### src/sv/vertex_rotate_translate_project_macros.svh
// Assertion helpers for the vertex projection pipeline
`ifndef VERTEX_ROTATE_TRANSLATE_PROJECT_MACROS_SVH
`define VERTEX_ROTATE_TRANSLATE_PROJECT_MACROS_SVH

// condition holds at every edge out of reset
`define VRTP_ASSERT_ALWAYS(lbl, clk, rst, cond) \
   lbl: assert property (@(posedge clk) disable iff (rst) (cond)) \
      else $error("vrtp invariant violated");

// antecedent implies consequent at the same edge
`define VRTP_ASSERT_IMPLY(lbl, clk, rst, ante, cons) \
   lbl: assert property (@(posedge clk) disable iff (rst) (ante) |-> (cons)) \
      else $error("vrtp implication violated");

// antecedent implies consequent a fixed number of edges later
`define VRTP_ASSERT_DELAY(lbl, clk, rst, ante, n, cons) \
   lbl: assert property (@(posedge clk) disable iff (rst) (ante) |-> ##n (cons)) \
      else $error("vrtp latency violated");

`endif

### src/sv/vrtp_pkg.sv
`timescale 1ns / 1ps
package vrtp_pkg;

   localparam int FRAC_BITS = 8;
   localparam int TRIG_FRAC = 14;
   localparam int CRD_W     = 24;
   localparam int TRIG_W    = 16;
   localparam int DIST_W    = 10;
   localparam int SIZE_W    = 12;
   localparam int SCR_W     = 16;
   localparam int PROD_W    = CRD_W + TRIG_W;
   localparam int RW        = PROD_W - TRIG_FRAC + 2;
   localparam int NW        = RW + DIST_W;
   localparam int DIV_BITS  = 18;
   localparam int SUM_W     = DIV_BITS + 2;
   localparam int LATENCY   = DIV_BITS + 6;

   localparam logic signed [SCR_W-1:0] HIDDEN_COORD = -16'sd666;
   localparam logic signed [RW-1:0]    Z_MIN        = RW'(2 << FRAC_BITS);

   localparam logic [2:0] REG_COS    = 3'd0;
   localparam logic [2:0] REG_SIN    = 3'd1;
   localparam logic [2:0] REG_CAM_X  = 3'd2;
   localparam logic [2:0] REG_CAM_Y  = 3'd3;
   localparam logic [2:0] REG_CAM_Z  = 3'd4;
   localparam logic [2:0] REG_DIST   = 3'd5;
   localparam logic [2:0] REG_WIDTH  = 3'd6;
   localparam logic [2:0] REG_HEIGHT = 3'd7;

   typedef struct packed {
      logic signed [CRD_W-1:0] vertex_x;
      logic signed [CRD_W-1:0] vertex_y;
      logic signed [CRD_W-1:0] vertex_z;
      logic                    last_vertex;
   } req_type;

   typedef struct packed {
      logic signed [SCR_W-1:0] screen_x;
      logic signed [SCR_W-1:0] screen_y;
      logic                    visible;
      logic                    last_out;
   } rsp_type;

   typedef struct packed {
      logic valid;
      logic vis;
      logic last;
   } ctl_type;

   typedef struct packed {
      logic signed [TRIG_W-1:0] cos_angle;
      logic signed [TRIG_W-1:0] sin_angle;
      logic signed [CRD_W-1:0]  cam_x;
      logic signed [CRD_W-1:0]  cam_y;
      logic signed [CRD_W-1:0]  cam_z;
      logic [DIST_W-1:0]        view_distance;
      logic [SIZE_W-1:0]        screen_width;
      logic [SIZE_W-1:0]        screen_height;
   } cfg_type;

   function automatic logic signed [SCR_W-1:0] sat16(input logic signed [SUM_W-1:0] v);
      logic signed [SUM_W-1:0] hi;
      logic signed [SUM_W-1:0] lo;
      hi = SUM_W'(32767);
      lo = -SUM_W'(32768);
      if (v > hi) begin
         return 16'sh7fff;
      end else if (v < lo) begin
         return 16'sh8000;
      end
      return v[SCR_W-1:0];
   endfunction

endpackage

### src/sv/vrtp_rotate.sv
`timescale 1ns / 1ps
module vrtp_rotate (
   input  logic                          clock,
   input  logic                          reset,
   input  logic                          in_valid,
   input  vrtp_pkg::req_type             in_data,
   input  vrtp_pkg::cfg_type             cfg,
   output vrtp_pkg::ctl_type             out_ctl,
   output logic signed [vrtp_pkg::RW-1:0] out_rx,
   output logic signed [vrtp_pkg::RW-1:0] out_ry,
   output logic signed [vrtp_pkg::RW-1:0] out_rz
);
   import vrtp_pkg::*;

   ctl_type                  ctl_a_ff, ctl_b_ff;
   logic signed [PROD_W-1:0] xc_ff, zs_ff, xs_ff, zc_ff;
   logic signed [PROD_W-1:0] xc_in, zs_in, xs_in, zc_in;
   logic signed [RW-1:0]     ry_a_ff, ry_a_in;
   logic signed [RW-1:0]     rx_ff, ry_ff, rz_ff, rx_in, rz_in;

   assign xc_in   = in_data.vertex_x * cfg.cos_angle;
   assign zs_in   = in_data.vertex_z * cfg.sin_angle;
   assign xs_in   = in_data.vertex_x * cfg.sin_angle;
   assign zc_in   = in_data.vertex_z * cfg.cos_angle;
   assign ry_a_in = RW'(in_data.vertex_y) + RW'(cfg.cam_y);

   assign rx_in = RW'(xc_ff >>> TRIG_FRAC) - RW'(zs_ff >>> TRIG_FRAC) + RW'(cfg.cam_x);
   assign rz_in = RW'(xs_ff >>> TRIG_FRAC) + RW'(zc_ff >>> TRIG_FRAC) + RW'(cfg.cam_z);

   always_ff @(posedge clock) begin
      if (reset) begin
         ctl_a_ff <= '0;
         ctl_b_ff <= '0;
      end else begin
         ctl_a_ff.valid <= in_valid;
         ctl_a_ff.vis   <= 1'b0;
         ctl_a_ff.last  <= in_data.last_vertex;
         ctl_b_ff.valid <= ctl_a_ff.valid;
         ctl_b_ff.vis   <= rz_in > Z_MIN;
         ctl_b_ff.last  <= ctl_a_ff.last;
      end
   end

   always_ff @(posedge clock) begin
      xc_ff   <= xc_in;
      zs_ff   <= zs_in;
      xs_ff   <= xs_in;
      zc_ff   <= zc_in;
      ry_a_ff <= ry_a_in;
      rx_ff   <= rx_in;
      ry_ff   <= ry_a_ff;
      rz_ff   <= rz_in;
   end

   assign out_ctl = ctl_b_ff;
   assign out_rx  = rx_ff;
   assign out_ry  = ry_ff;
   assign out_rz  = rz_ff;

endmodule

### config.mk
export PLATFORM = sky130hd
export DESIGN_NAME = vrtp_rotate
export DESIGN_NICKNAME = d
export VERILOG_FILES = /design/src/sv/vertex_rotate_translate_project_macros.svh /design/src/sv/vrtp_pkg.sv /design/src/sv/vrtp_rotate.sv
export SDC_FILE = /design/constraint.sdc
export NUM_CORES = 2
export LEC_CHECK = 0
export BUFFER_PORTS_ARGS = -buffer_cell sky130_fd_sc_hd__buf_2
export CORE_MARGIN = 2
export CORE_UTILIZATION = 50
export CTS_BUF_LIST = sky130_fd_sc_hd__clkbuf_16
export CTS_CLUSTER_DIAMETER = 150
export DETAILED_ROUTE_END_ITERATION = 7
export PLACE_DENSITY_LB_ADDON = 0.2
export SYNTH_ARGS = -nofsm -noshare
export SYNTH_HDL_FRONTEND = slang
export SYNTH_SLANG_ARGS = --single-unit
### constraint.sdc
create_clock -name clock -period 6 [get_ports clock]
set_input_delay 0 -clock clock [delete_from_list [all_inputs] [get_ports clock]]
set_output_delay 0 -clock clock [all_outputs]
set_load 0.1 [all_outputs]
**Word-level counts from Yosys, hierarchy flattened**

Index checks and enable logic that the tools add are counted.

- Flip-flop bits (word level): 271
- Output and inout port bits: 87

- Order comparisons: 1
- Add/sub/neg operators: 5
- $mul: 4

Operators by type and width:

| operator | count |
|---|---|
| $mul A24 B16 Y40 | 4 |
| $add A27 B24 Y28 | 2 |
| $gt A28 B11 Y1 const B | 1 |
| $add A26 B26 Y27 | 1 |
| $sub A26 B26 Y27 | 1 |
| $add A24 B24 Y25 | 1 |

**Longest topological paths before layout**

- Word-level depth: 3
- Depth in mapped cells: 27
- Gate-level depth less buffers: 25

**Worst setup path before layout**

OpenSTA, ideal clock, no wires.

- Path type: input port to flip-flop
- Start point: input cfg[123] in the netlist's numbering
- End point: register zc_ff[39]
- Slack: -415 ps
- Stages on the path: 24
- Buffers on the path: 2
- Arrival: 6343 ps
- Path through: clkbuf_1 clkbuf_1 nand2_1 fa_1 inv_1 fa_1 inv_1 fa_1 inv_1 fa_1 fa_1 inv_1 fa_1 inv_1 ha_1 a21o_1 a21o_1 a21o_1 o311a_1 a311oi_1 o2111ai_1 a31o_2 a21oi_1 xnor2_1

- Cells in the longest elaborated chain, start to end: 1

RTL lines:

| item | RTL line | source |
|---|---|---|
| start, declared | vrtp_rotate.sv:7 | `input vrtp_pkg::cfg_type cfg,` |
| $mul A24 B16 Y40 | vrtp_rotate.sv:24 | `assign zc_in = in_data.vertex_z * cfg.cos_angle;` |
| named net zc_in[39] | vrtp_rotate.sv:17 | `logic signed [PROD_W-1:0] xc_in, zs_in, xs_in, zc_in;` |
| end signal, assigned | vrtp_rotate.sv:48 | `zc_ff <= zc_in;` |
| end, declared | vrtp_rotate.sv:16 | `logic signed [PROD_W-1:0] xc_ff, zs_ff, xs_ff, zc_ff;` |

The timed path passes the listed nets, and every way through them passes these cells.
A chain may end at the register's enable or synchronous reset.

**Worst setup path after layout**

- Start point: input cfg[123] in the netlist's numbering
- End point: register xc_ff[30]

- Cells in the longest elaborated chain, start to end: 1

RTL lines:

| item | RTL line | source |
|---|---|---|
| $mul A24 B16 Y40 | vrtp_rotate.sv:21 | `assign xc_in = in_data.vertex_x * cfg.cos_angle;` |
| named net xc_in[30] | vrtp_rotate.sv:17 |  |
| end signal, assigned | vrtp_rotate.sv:45 | `xc_ff <= xc_in;` |
| end, declared | vrtp_rotate.sv:16 |  |

The timed path passes the listed nets, and every way through them passes these cells.

==> impl_results.md <==
- Outcome: finished with violations
- Failing checks: DRC
- Crit path launch type: primary input
- RSZ-0062 raised after global routing: true
- Sequential share of the synthesized area: 0.0690
- CTS Root Cell: clkbuf_16
- CTS Buffer Depth: 3
- Delay-heaviest family, CP: adder cells
- Clock transition at path regs: 60 ps
- GP Congestion: 0.893
- Final setup viols: 0
- Endpoints failing hold: 0
- Fill cell count: 11.0k
- FMAX: 0.170 GHz
- Crit path DAT: 6340 ps
- Number of CTS-inserted buffers: 27
- Total grt overflow: 0
- Starting density of the core: 0.504
- Post-route ant nets: 0
- Clock Skew: 62.0 ps
- Routed len/inst: 18.0 µm
- Total GRT Usage: 0.274
- Die Ht: 357 µm
- Crit path largest cell delay: 550 ps
- Core region area: 124000 µm²
- Top FF cell, synth: dfxtp_1
- Async SR Flop Fraction: 0
- Antenna violations before repair: 17
- Worst setup margin: 123 ps
- Synth area leader: fa_1
- Crit path kind: in2reg
- Share of cells above drive strength 1: 0.124
- Post-synth top area share: 0.496
- DIE WIDTH: 357 µm
- Number of synthesized flops with an enable pin: 0
- Top area cells in the synthesized netlist: fa_1 (50%), inv_1 (11%), ha_1 (9.2%), dfxtp_1 (6.9%), and2_1 (5.9%)
- Final WL: 165000 µm
- Post-synth top cells: inv_1 (1841), fa_1 (1546), nand2_1 (894), and2_1 (592), ha_1 (458)
- Top-count cell post-synth: inv_1
- Worst EP required: 6460 ps
- Worst path buffer plus inverter count: 11
- Clk sinks: 215
- Drt first pass iters: 7
- Syn Nets: 9051
- Core Rows: 129
- Max-cap violation count: 0
- FF+latch area: 4300 µm²
- Post-synthesis register bit count: 215
- Dpl ws: -673 ps
- Crit path top cell by count: fa_1
- Measured slew at the worst slew-check pin: 779 ps
- Area of the multi-input gates: 50100 µm²
- Warnings from Yosys: 0
- Iteration-0 DRC count of the detailed router: 2447
- Final HPWL DP: 144000 µm
- TritonCTS clock tree: built
- Critical path's slowest cell: fa_1
- Clock latency on the worst-skew pair: 630 ps
- Crit Path Max Fanout: 9
- Worst Setup End Kind: flip-flop
- First-pass GRT wire length: 273000 µm
- Ports: 301
- Port buffer count: 266
- Avg Inst Size Synth: 9.13 µm²
- Vias: 46.0k
- DR vias/cell: 5.02
- Post-route DRC violation count: 34
- Fin crit share: 0.980
- Worst slew margin: 0.478
- Die area: 128000 µm²
- Vias in the first global route: 50.2k
- Netlist cell types: 67
- Gate Count Post-Synth: 6833
- P&R area growth vs syn: 14.7%
- Tmin final: 5880 ps
- Final net count: 9714
- Worst Hold Class: in2reg
- Largest net degree at the start of global routing: 30
- Syn Std Cell Area: 62400 µm²
- Fin. max-slew vios: 0
- H-tree depth: 1
worst min-delay path: stages:
cell,delay [ps]
buf_2,80
ha_1,230
o21bai_1,180
xor2_1,70
cell families (layout without fill, tap and decap cells):
family	count (synthesis)	in the layout	share of synthesized area
AO/OA/AOI/OAI	405	405	0.0435
XOR/XNOR	177	177	0.0249
adder cells (fa/ha/maj)	2004	2004	0.588
buffers and inverters	2150	2832	0.130
flip-flops	215	215	0.0690
multiplexers	2	2	0.000321
other	0	8	0
AND/OR/NAND/NOR	1880	1880	0.145
placed cells by master (no fill, tap or decap), types with 17 or more instances in the layout:
| master | netlist | routed |
|---|---|---|
| nand2b_1 | 33 | 33 |
| and3_1 | 17 | 17 |
| nand4_1 | 20 | 20 |
| buf_2 | 0 | 259 |
| nand3_1 | 25 | 25 |
| buf_4 | 3 | 548 |
| nor2_1 | 197 | 196 |
| fa_1 | 1546 | 1546 |
| inv_1 | 1841 | 1845 |
| nor2b_1 | 23 | 23 |
| nor3_1 | 26 | 25 |
| ha_1 | 458 | 458 |
| o21a_1 | 36 | 36 |
| a21oi_1 | 106 | 101 |
| and2_1 | 592 | 592 |
| clkbuf_16 | 0 | 27 |
| o21ai_0 | 66 | 63 |
| dfxtp_1 | 215 | 215 |
| nand2_1 | 894 | 894 |
| dlygate4sd3_1 | 0 | 79 |
| xnor2_1 | 139 | 139 |
| xor2_1 | 38 | 38 |
| a21o_1 | 58 | 58 |
| buf_12 | 0 | 48 |
per-layer routing:
| layer | track usage | vias up | routed length [µm] | share of wire |
|---|---|---|---|---|
| met1 | 0.361 | 23700 | 67900 | 0.41 |
| met2 | 0.466 | 1077 | 80300 | 0.49 |
| met4 | 0.109 | 14 | 8380 | 0.051 |
| met5 | 0 | - | 87 | 0.00053 |
| met3 | 0.0292 | 241 | 7840 | 0.048 |
| li1 | - | 21000 | - | - |
state kept, by name (all words and copies together) (netlist names):
| signal | count |
|---|---|
| ry_a_ff | 25 |
| out_rx | 28 |
| zc_ff | 26 |
| out_ctl | 3 |
| ctl_a_ff | 2 |
| xc_ff | 26 |
| zs_ff | 26 |
| out_rz | 28 |
| out_ry | 25 |
| xs_ff | 26 |
metrics by stage:
stage | cells | hold slack, ps | util | setup TNS, ps | cell area, µm²
6_report | 9160 | 38.4 | 0.578 | 0 | 71500
5_1_grt | 9157 | 69.2 | 0.578 | -6.55 | 71500
4_1_cts | 9149 | 0.133 | 0.576 | 0 | 71400
3_5_place_dp | 9022 | 217 | 0.563 | -25270 | 69700
3_3_place_gp | 9022 | 214 | 0.563 | -19980 | 69700
2_1_floorplan | 6833 | 71.6 | - | -36.6 | 62400
area by class of cell:
| type | instances | share of cell area |
|---|---|---|
| timing repair buffer | 943 | 0.101 |
| clock buffer | 27 | 0.00945 |
| tap | 1637 | 0.0286 |
| sequential | 215 | 0.0602 |
| multi-input combinational | 4468 | 0.700 |
| inverter | 1841 | 0.0966 |
| antenna | 8 | 0.000280 |
| clock inverter | 21 | 0.00310 |
worst paths after layout:
check                      to        start  cells past startpoint  slack [ps]
setup / recovery    xc_ff[30]     cfg[123]                     26         120
hold / removal    ry_a_ff[14]  in_data[38]                      4          40
setup reg to reg   out_ctl[1]    zc_ff[14]                     16         990
hold reg to reg    out_ry[18]  ry_a_ff[18]                      0         330
timing repair:
item,CTS,global route
gates resized for setup,1,35
endpoints found under the setup margin,1,42
hold buffers,79,0
pin swaps,0,5
buffers inserted,0,3
endpoints found under the hold margin,39,0
Power is not shown: default switching activity piles up to over one toggle a cycle in this logic, so the estimate is an artifact.
