==> src/sv/vertex_rotate_translate_project_macros.svh <==
// Assertion helpers for the vertex projection pipeline
`ifndef VERTEX_ROTATE_TRANSLATE_PROJECT_MACROS_SVH
`define VERTEX_ROTATE_TRANSLATE_PROJECT_MACROS_SVH

// condition holds at every edge out of reset
`define VRTP_ASSERT_ALWAYS(lbl, clk, rst, cond) \
   lbl: assert property (@(posedge clk) disable iff (rst) (cond)) \
      else $error("vrtp invariant violated");

// antecedent implies consequent at the same edge
`define VRTP_ASSERT_IMPLY(lbl, clk, rst, ante, cons) \
   lbl: assert property (@(posedge clk) disable iff (rst) (ante) |-> (cons)) \
      else $error("vrtp implication violated");

// antecedent implies consequent a fixed number of edges later
`define VRTP_ASSERT_DELAY(lbl, clk, rst, ante, n, cons) \
   lbl: assert property (@(posedge clk) disable iff (rst) (ante) |-> ##n (cons)) \
      else $error("vrtp latency violated");

`endif

==> src/sv/vrtp_pkg.sv <==
`timescale 1ns / 1ps
package vrtp_pkg;

   localparam int FRAC_BITS = 8;
   localparam int TRIG_FRAC = 14;
   localparam int CRD_W     = 24;
   localparam int TRIG_W    = 16;
   localparam int DIST_W    = 10;
   localparam int SIZE_W    = 12;
   localparam int SCR_W     = 16;
   localparam int PROD_W    = CRD_W + TRIG_W;
   localparam int RW        = PROD_W - TRIG_FRAC + 2;
   localparam int NW        = RW + DIST_W;
   localparam int DIV_BITS  = 18;
   localparam int SUM_W     = DIV_BITS + 2;
   localparam int LATENCY   = DIV_BITS + 6;

   localparam logic signed [SCR_W-1:0] HIDDEN_COORD = -16'sd666;
   localparam logic signed [RW-1:0]    Z_MIN        = RW'(2 << FRAC_BITS);

   localparam logic [2:0] REG_COS    = 3'd0;
   localparam logic [2:0] REG_SIN    = 3'd1;
   localparam logic [2:0] REG_CAM_X  = 3'd2;
   localparam logic [2:0] REG_CAM_Y  = 3'd3;
   localparam logic [2:0] REG_CAM_Z  = 3'd4;
   localparam logic [2:0] REG_DIST   = 3'd5;
   localparam logic [2:0] REG_WIDTH  = 3'd6;
   localparam logic [2:0] REG_HEIGHT = 3'd7;

   typedef struct packed {
      logic signed [CRD_W-1:0] vertex_x;
      logic signed [CRD_W-1:0] vertex_y;
      logic signed [CRD_W-1:0] vertex_z;
      logic                    last_vertex;
   } req_type;

   typedef struct packed {
      logic signed [SCR_W-1:0] screen_x;
      logic signed [SCR_W-1:0] screen_y;
      logic                    visible;
      logic                    last_out;
   } rsp_type;

   typedef struct packed {
      logic valid;
      logic vis;
      logic last;
   } ctl_type;

   typedef struct packed {
      logic signed [TRIG_W-1:0] cos_angle;
      logic signed [TRIG_W-1:0] sin_angle;
      logic signed [CRD_W-1:0]  cam_x;
      logic signed [CRD_W-1:0]  cam_y;
      logic signed [CRD_W-1:0]  cam_z;
      logic [DIST_W-1:0]        view_distance;
      logic [SIZE_W-1:0]        screen_width;
      logic [SIZE_W-1:0]        screen_height;
   } cfg_type;

   function automatic logic signed [SCR_W-1:0] sat16(input logic signed [SUM_W-1:0] v);
      logic signed [SUM_W-1:0] hi;
      logic signed [SUM_W-1:0] lo;
      hi = SUM_W'(32767);
      lo = -SUM_W'(32768);
      if (v > hi) begin
         return 16'sh7fff;
      end else if (v < lo) begin
         return 16'sh8000;
      end
      return v[SCR_W-1:0];
   endfunction

endpackage

==> src/sv/vrtp_div.sv <==
`timescale 1ns / 1ps
module vrtp_div (
   input  logic                            clock,
   input  logic                            reset,
   input  vrtp_pkg::ctl_type               in_ctl,
   input  logic signed [vrtp_pkg::NW-1:0]  in_num,
   input  logic [vrtp_pkg::RW-1:0]         in_den,
   output vrtp_pkg::ctl_type               out_ctl,
   output logic [vrtp_pkg::DIV_BITS-1:0]   out_mag,
   output logic                            out_neg
);
   import vrtp_pkg::*;

   localparam int CW = NW + DIV_BITS;

   ctl_type               ctl_ff [DIV_BITS+1];
   logic [NW-1:0]         rem_ff [DIV_BITS+1];
   logic [RW-1:0]         den_ff [DIV_BITS+1];
   logic [DIV_BITS-1:0]   quo_ff [DIV_BITS+1];
   logic                  neg_ff [DIV_BITS+1];
   logic                  ovf_ff [DIV_BITS+1];
   logic [NW-1:0]         mag_in;
   logic                  ovf_in;

   assign mag_in = in_num[NW-1] ? NW'(-in_num) : NW'(in_num);
   assign ovf_in = CW'(mag_in) >= (CW'(in_den) << DIV_BITS);

   always_ff @(posedge clock) begin
      if (reset) begin
         ctl_ff[0] <= '0;
      end else begin
         ctl_ff[0] <= in_ctl;
      end
   end

   always_ff @(posedge clock) begin
      rem_ff[0] <= mag_in;
      den_ff[0] <= in_den;
      quo_ff[0] <= '0;
      neg_ff[0] <= in_num[NW-1];
      ovf_ff[0] <= ovf_in;
   end

   for (genvar j = 1; j <= DIV_BITS; j++) begin : g_step
      localparam int K = DIV_BITS - j;
      logic [CW-1:0]       trial;
      logic                fit;
      logic [NW-1:0]       rem_in;
      logic [DIV_BITS-1:0] quo_in;

      assign trial  = CW'(den_ff[j-1]) << K;
      assign fit    = CW'(rem_ff[j-1]) >= trial;
      assign rem_in = fit ? rem_ff[j-1] - trial[NW-1:0] : rem_ff[j-1];
      always_comb begin
         quo_in    = quo_ff[j-1];
         quo_in[K] = fit;
      end

      always_ff @(posedge clock) begin
         if (reset) begin
            ctl_ff[j] <= '0;
         end else begin
            ctl_ff[j] <= ctl_ff[j-1];
         end
      end

      always_ff @(posedge clock) begin
         rem_ff[j] <= rem_in;
         den_ff[j] <= den_ff[j-1];
         quo_ff[j] <= quo_in;
         neg_ff[j] <= neg_ff[j-1];
         ovf_ff[j] <= ovf_ff[j-1];
      end
   end

   assign out_ctl = ctl_ff[DIV_BITS];
   assign out_mag = ovf_ff[DIV_BITS] ? '1 : quo_ff[DIV_BITS];
   assign out_neg = neg_ff[DIV_BITS];

endmodule

==> config.mk <==
export PLATFORM = sky130hd
export DESIGN_NAME = vrtp_div
export DESIGN_NICKNAME = d
export VERILOG_FILES = /design/src/sv/vertex_rotate_translate_project_macros.svh /design/src/sv/vrtp_pkg.sv /design/src/sv/vrtp_div.sv
export SDC_FILE = /design/constraint.sdc
export NUM_CORES = 2
export LEC_CHECK = 0
export BUFFER_PORTS_ARGS = -buffer_cell sky130_fd_sc_hd__buf_2
export CORE_MARGIN = 2
export CORE_UTILIZATION = 61
export CTS_CLUSTER_SIZE = 24
export DETAILED_ROUTE_END_ITERATION = 12
export GPL_TIMING_DRIVEN = 1
export PLACE_DENSITY = 0.79
export SLEW_MARGIN = 20
export SYNTH_ARGS = -nofsm -noshare
export SYNTH_HDL_FRONTEND = slang
export SYNTH_SLANG_ARGS = --single-unit
==> constraint.sdc <==
create_clock -name clock -period 5.2 [get_ports clock]
set_input_delay 0.26 -clock clock [delete_from_list [all_inputs] [get_ports clock]]
set_output_delay 0.26 -clock clock [all_outputs]
set_load 0.05 [all_outputs]
# After elaboration in Yosys (flattened, before gate mapping)
# Memory sizes are Yosys's and may differ from the RTL's.
# Cells that the tools add are included.
totals:
  ff_bits: 0
  latchBits: 0
  ram_bits: 1691
  romBits: 0
  in_bits: 71
  n_memories: 6
mem_list:
  columns: ["memory", "words", "width", "read_ports", "rd_clocked_by_memory_dff", "write_ports", "line_no", "text"]
  rows:
  - ["rem_ff", 19, 38, 18, 0, 19, "vrtp_div.sv:17", "logic [NW-1:0] rem_ff [DIV_BITS+1];"]
  - ["den_ff", 19, 28, 18, 0, 19, "vrtp_div.sv:18", "logic [RW-1:0] den_ff [DIV_BITS+1];"]
  - ["quo_ff", 19, 18, 19, 0, 19, "vrtp_div.sv:19", "logic [DIV_BITS-1:0] quo_ff [DIV_BITS+1];"]
  - ["ctl_ff", 19, 3, 19, 0, 19, "vrtp_div.sv:16", "ctl_type ctl_ff [DIV_BITS+1];"]
  - ["neg_ff", 19, 1, 19, 0, 19, "vrtp_div.sv:20", "logic neg_ff [DIV_BITS+1];"]
  - ["ovf_ff", 19, 1, 19, 0, 19, "vrtp_div.sv:21", "logic ovf_ff [DIV_BITS+1];"]
op_classes:
  add_sub_neg: 19
  mul: 0
  div: 0
  n_lt_le_gt_ge: 19
  eq_ne: 0
  shifts: 0
  mux: 42
  bitwise: 19
  n_reduce_logical: 0
ops:
  columns: ["operator", "count"]
  rows:
  - ["38-bit 2-to-1 mux", 19]
  - ["38-bit subtractor", 8]
  - ["3-bit 2-to-1 mux", 19]
  - ["38-bit by 46-bit >= comparator with 1-bit output", 1]
  - ["38-bit by 45-bit >= comparator with 1-bit output", 1]
  - ["38-bit by 44-bit >= comparator with 1-bit output", 1]
  - ["38-bit by 43-bit >= comparator with 1-bit output", 1]
  - ["38-bit by 42-bit >= comparator with 1-bit output", 1]
  - ["38-bit by 41-bit >= comparator with 1-bit output", 1]
  - ["38-bit by 40-bit >= comparator with 1-bit output", 1]
  - ["38-bit by 39-bit >= comparator with 1-bit output", 1]
  - ["38-bit by 28-bit >= comparator with 1-bit output", 1]
  - ["38-bit by 29-bit >= comparator with 1-bit output", 1]
  - ["38-bit by 30-bit >= comparator with 1-bit output", 1]
  - ["38-bit by 31-bit >= comparator with 1-bit output", 1]
  - ["38-bit by 32-bit >= comparator with 1-bit output", 1]
  - ["38-bit by 33-bit >= comparator with 1-bit output", 1]
  - ["38-bit by 34-bit >= comparator with 1-bit output", 1]
  - ["38-bit by 35-bit >= comparator with 1-bit output", 1]
  - ["38-bit by 36-bit >= comparator with 1-bit output", 1]
  - ["38-bit by 37-bit >= comparator with 1-bit output", 1]
  - ["38-bit >= comparator", 1]
  - ["38-bit negator", 1]
  - ["38-bit by 28-bit subtractor with 38-bit output", 1]
  - ["12 further kinds", 32]

# Depth between registers and ports, before layout
logic_depth:
  word_depth: 3
  ltp_mapped: 21

# Least setup slack after synthesis
# OpenSTA, ideal clock, no wires.
synth_timing:
  path_kind: "input -> register"
  from: "in in_num[11] (netlist name)"
  to: "mem ovf_ff[0]"
  setup_ps: 120
  arrival_time_ps: 4301
  required_ps: 5080
  setup_slack_ps: 780
  stages: 21
  path_cell_list: "or4_4 > nor4_4 > nand2b_1 > or2_4 > nor3_4 > nand3b_1 > or4_4 > or4_4 > o21ai_0 > xnor2_1 > ha_1 > a21o_1 > a21o_1 > a21o_1 > a21oi_1 > nor2b_1 > o21ai_0 > nand2b_1 > a21oi_1 > nor2_1 > a211o_1"
synth_lines:
  columns: ["element", "line_no", "text"]
  rows:
  - ["from (decl)", "vrtp_div.sv:6", "input logic signed [vrtp_pkg::NW-1:0] in_num,"]
  - ["to (decl)", "vrtp_div.sv:21", null]

==> metrics.md <==
| Metric | Value |
|---|---|
| Status | `completed` |
| Worst skew pair latency | `0.75 ns` |
| Largest cells by area after synthesis | `dfxtp_1 (47%), ha_1 (10%), xnor2_1 (3.9%), inv_1 (3.8%), mux2_2 (3.8%)` |
| Starting density of the core | `around three fifths` |
| CTS H-tree lvls | `4` |
| GR Util All Layers | `between 20% and 30%` |
| Storage element area | `0.0291 mm^2` |
| Crit path from | `in_num[12]` |
| Clock slew at reported path FFs | `0.06 ns` |
| Core ar. | `around 0.1 mm^2` |
| Dpl hpwl | `around 100000 um` |
| Seq/Total Area, Yosys | `47.3%` |
| Final-report max-slew violation count | `0` |
| Commonest register cell after synthesis | `dfxtp_1` |
| DRT Pass-1 Iters | `5` |
| Critical Path Max Stage Delay | `0.54 ns` |
| Antenna cells | `0` |
| Syn Nets | `6890` |
| Critical-path cell list | `dlygate4sd3_1 > buf_2 > or4_4 > nor4_4 > nand2b_1 > or2_4 > nor3_4 > nand3_1 > or4_1 > or4_4 > o31ai_1 > xnor2_1 > ha_1 > nand4_1 > nor3_2 > buf_4 > nand3_1 > or4_1 > nor4_1 > nand2_1 > nor4_2 > a211o_1` |
| Reg-to-reg slack, setup | `1.10 ns` |
| First-pass GRT wire length | `216000 um` |
| Share of layout cells above drive strength 1 | `about 10%` |
| FF+latch count, synth | `1454` |
| Root buf cell | `clkbuf_16` |
| Area share of the largest cell type after synthesis | `47.3%` |
| Yosys warnings | `0` |
| Combinational share of power | `37.4%` |
| Req. time, crit path | `5.91 ns` |
| RSZ-0062 raised after global routing | `false` |
| Syn Std Cell Area | `0.0615 mm^2` |
| Tmin final | `4.97 ns` |
| WP buf/inv | `3` |
| Num CTS Buffers | `147` |
| CP top delay family | `simple AND/OR/NAND/NOR gates` |
| Antenna violations before repair | `1` |
| WS Path Type | `in -> reg` |
| Highest-delay cell along the critical path | `dlygate4sd3_1` |
| DRC errors left | `0` |
| Critical Path End Type | `flip-flop` |
| Cells after DPL | `between 7000 and 8000` |
| Final worst setup slack | `0.227 ns` |
| Gpl congestion | `0.971` |
| WP data arrival | `about 5.7 ns` |
| Most frequent cells in the layout | `dfxtp_1 (1454), inv_1 (622), ha_1 (498)` |
| LEAKAGE | `31.8 nW` |
| Die area | `0.103 mm^2` |
| Sequential share of power | `36.2%` |
| Fin. Hold Viols | `0` |
| Grt ovf | `0` |
| Initial DRC Count | `between 2000 and 2500` |
| Die X | `322 um` |
| Total power | `between 40 and 50 mW` |
| Tightest Pin Transition | `1.26 ns` |
| Final WL | `about 140000 um` |
| Synth async-reset ratio | `0%` |
| Hold WC Path Type | `in -> reg` |
| Setup TNS | `0 ns` |
| Vias in the first global route | `45400` |
| PD cells | `579 mW/mm^2` |
| Final Skew | `0.0175 ns` |
| Largest net degree at the start of global routing | `58` |
| Sw Ratio | `34.5%` |
| DP Worst Slack | `-0.132 ns` |
| Psw | `13.9 mW` |
| R2R Path Start | `den_ff[1][5]$_DFF_P_` |
| Worst slew margin | `roughly 16%` |
| CTS Buffer Depth | `3` |
| Vias per std cell | `between 5 and 6` |
| Clock power frac | `26.4%` |
| Reg2Reg Depth | `12` |
| MaxCap Viol Count | `0` |
| Peak supply drop | `0.286 mV` |
| Clk sinks | `1454` |
| Fmax | `0.201 GHz` |
| Area grow syn2layout | `12.9%` |
| Post-route ant nets | `0` |
| Commonest non-fill, non-tap cell in the layout | `dfxtp_1` |
| Crit path depth | `22` |
| Post-synth EDFFs | `0` |
| Final worst-path cycle share | `95.6%` |
| Setup violators final | `0` |
| I/O Buffers | `92` |
| Finished Layout Cells | `between 7000 and 8000` |
| Die height | `around 320 um` |
| Final core occ | `between 60% and 70%` |
| Synth cell types | `89` |
| Startpoint Class | `input pin` |
| Worst r2r dst | `rem_ff[2][36]$_DFF_P_` |
| Mean post-synth cell area | `9.76 um^2` |
| # nets final | `7149` |
| Wire length per cell | `between 15 and 20 um` |
| Internal | `26.4 mW` |
| Syn Inst Count | `approximately 6300` |
| Largest area contributor in the netlist | `dfxtp_1` |
| Max FO, Critical Path | `4` |
| CTS tree | `done` |
| # fillers | `7396` |
| Vias | `between 40000 and 50000` |
| Endpoint of the worst setup timing path | `ovf_ff[0]$_DFF_P_` |
| Row count | `116` |
| Top Ports | `93` |
| Area occupied by multi-input gates | `0.0297 mm^2` |
## power by group through the flow
| stage | Clock (mW) | Combinational [mW] | Sequential, mW |
|---|---|---|---|
| final | 10.6 | 15.1 | 14.6 |
| after global routing | 11.3 | 16.7 | 14.8 |
| after floorplan | 0 | 11.7 | 14.4 |
| after CTS | 10.8 | 14.9 | 14.5 |
| after global placement | 0 | 14.4 | 14.7 |
| after detailed placement | 0 | 14.7 | 14.8 |
## metal layers
| metal | up-vias | global-route usage, % | share of wire [%] |
|---|---|---|---|
| met5 | - | 0 | 0 |
| met4 | 0 | 20.4 | 8.1 |
| met3 | 459 | 3.41 | 3.0 |
| met2 | 1065 | 52.2 | 54 |
| met1 | 20700 | 22.6 | 35 |
| li1 | 22400 | - | - |
## cell usage after synthesis, drive strengths merged, types with 33 or more instances
cell    count
xor2      169
mux2      207
nor4       56
nand3      96
ha        498
nor2b     135
or2        51
dfxtp    1454
and3       39
o31ai      48
o21ai     389
nor3       80
a21oi     430
clkbuf     97
xnor2     271
o21a       76
nand4      65
inv       624
a31oi      46
a211oi     33
o21bai     41
a21o      231
nand2b     67
nand2     434
nor2      263
## flip-flops by register name, indices dropped and copies added (netlist names)
signal,flops
rem_ff,684
den_ff,504
quo_ff,171
ovf_ff,19
neg_ff,19
ctl_ff,57
## timing repair
action | 4_1_cts | 5_1_grt
hold buffers | 85 | 0
setup buffers | 0 | 0
setup endpoints to repair | 0 | 1
hold endpoints to repair | 70 | 0
gates resized for setup | 0 | 2
## worst min-delay path by stage
stage                     slack, ns                      to                   start  depth (start not counted)
after floorplan                0.29    den_ff[0][0]$_DFF_P_               in_den[0]                          0
after global placement         0.31  quo_ff[14][15]$_DFF_P_  quo_ff[13][15]$_DFF_P_                          0
after detailed placement       0.31      neg_ff[16]$_DFF_P_      neg_ff[15]$_DFF_P_                          0
after CTS                      0.10   den_ff[0][15]$_DFF_P_              in_den[15]                          2
after global routing           0.13   den_ff[0][18]$_DFF_P_              in_den[18]                          2
final                          0.15   den_ff[0][18]$_DFF_P_              in_den[18]                          2
## logic make-up (layout without fill, tap and decap cells)
kind of cell | count (synthesis) | count (layout) | share of synthesized area (%)
buffers and inverters | 743 | 1120 | 4.58
AO/OA/AOI/OAI | 1493 | 1493 | 15.2
multiplexers | 229 | 229 | 4.15
flip-flops | 1454 | 1454 | 47.3
AND/OR/NAND/NOR | 1430 | 1430 | 11.8
XOR/XNOR | 440 | 440 | 6.27
adder cells (fa/ha/maj) | 515 | 515 | 10.7
## per-stage QoR
step	hold slack (ns)	instance area [um^2]
floorplan	0.288	61500
global placement	0.310	63600
detailed placement	0.312	63600
CTS	0.103	69400
global route	0.128	69500
finish	0.150	69500
## final cells by class
class	count	share of cell area, %
multi-input combinational	4107	42.7
clock inverter	66	1.20
inverter	625	3.38
tap	1298	2.34
clock buffer	201	5.99
sequential	1454	41.9
timing repair buffer	228	2.46
No activity file was read; power rests on OpenSTA's default activity.
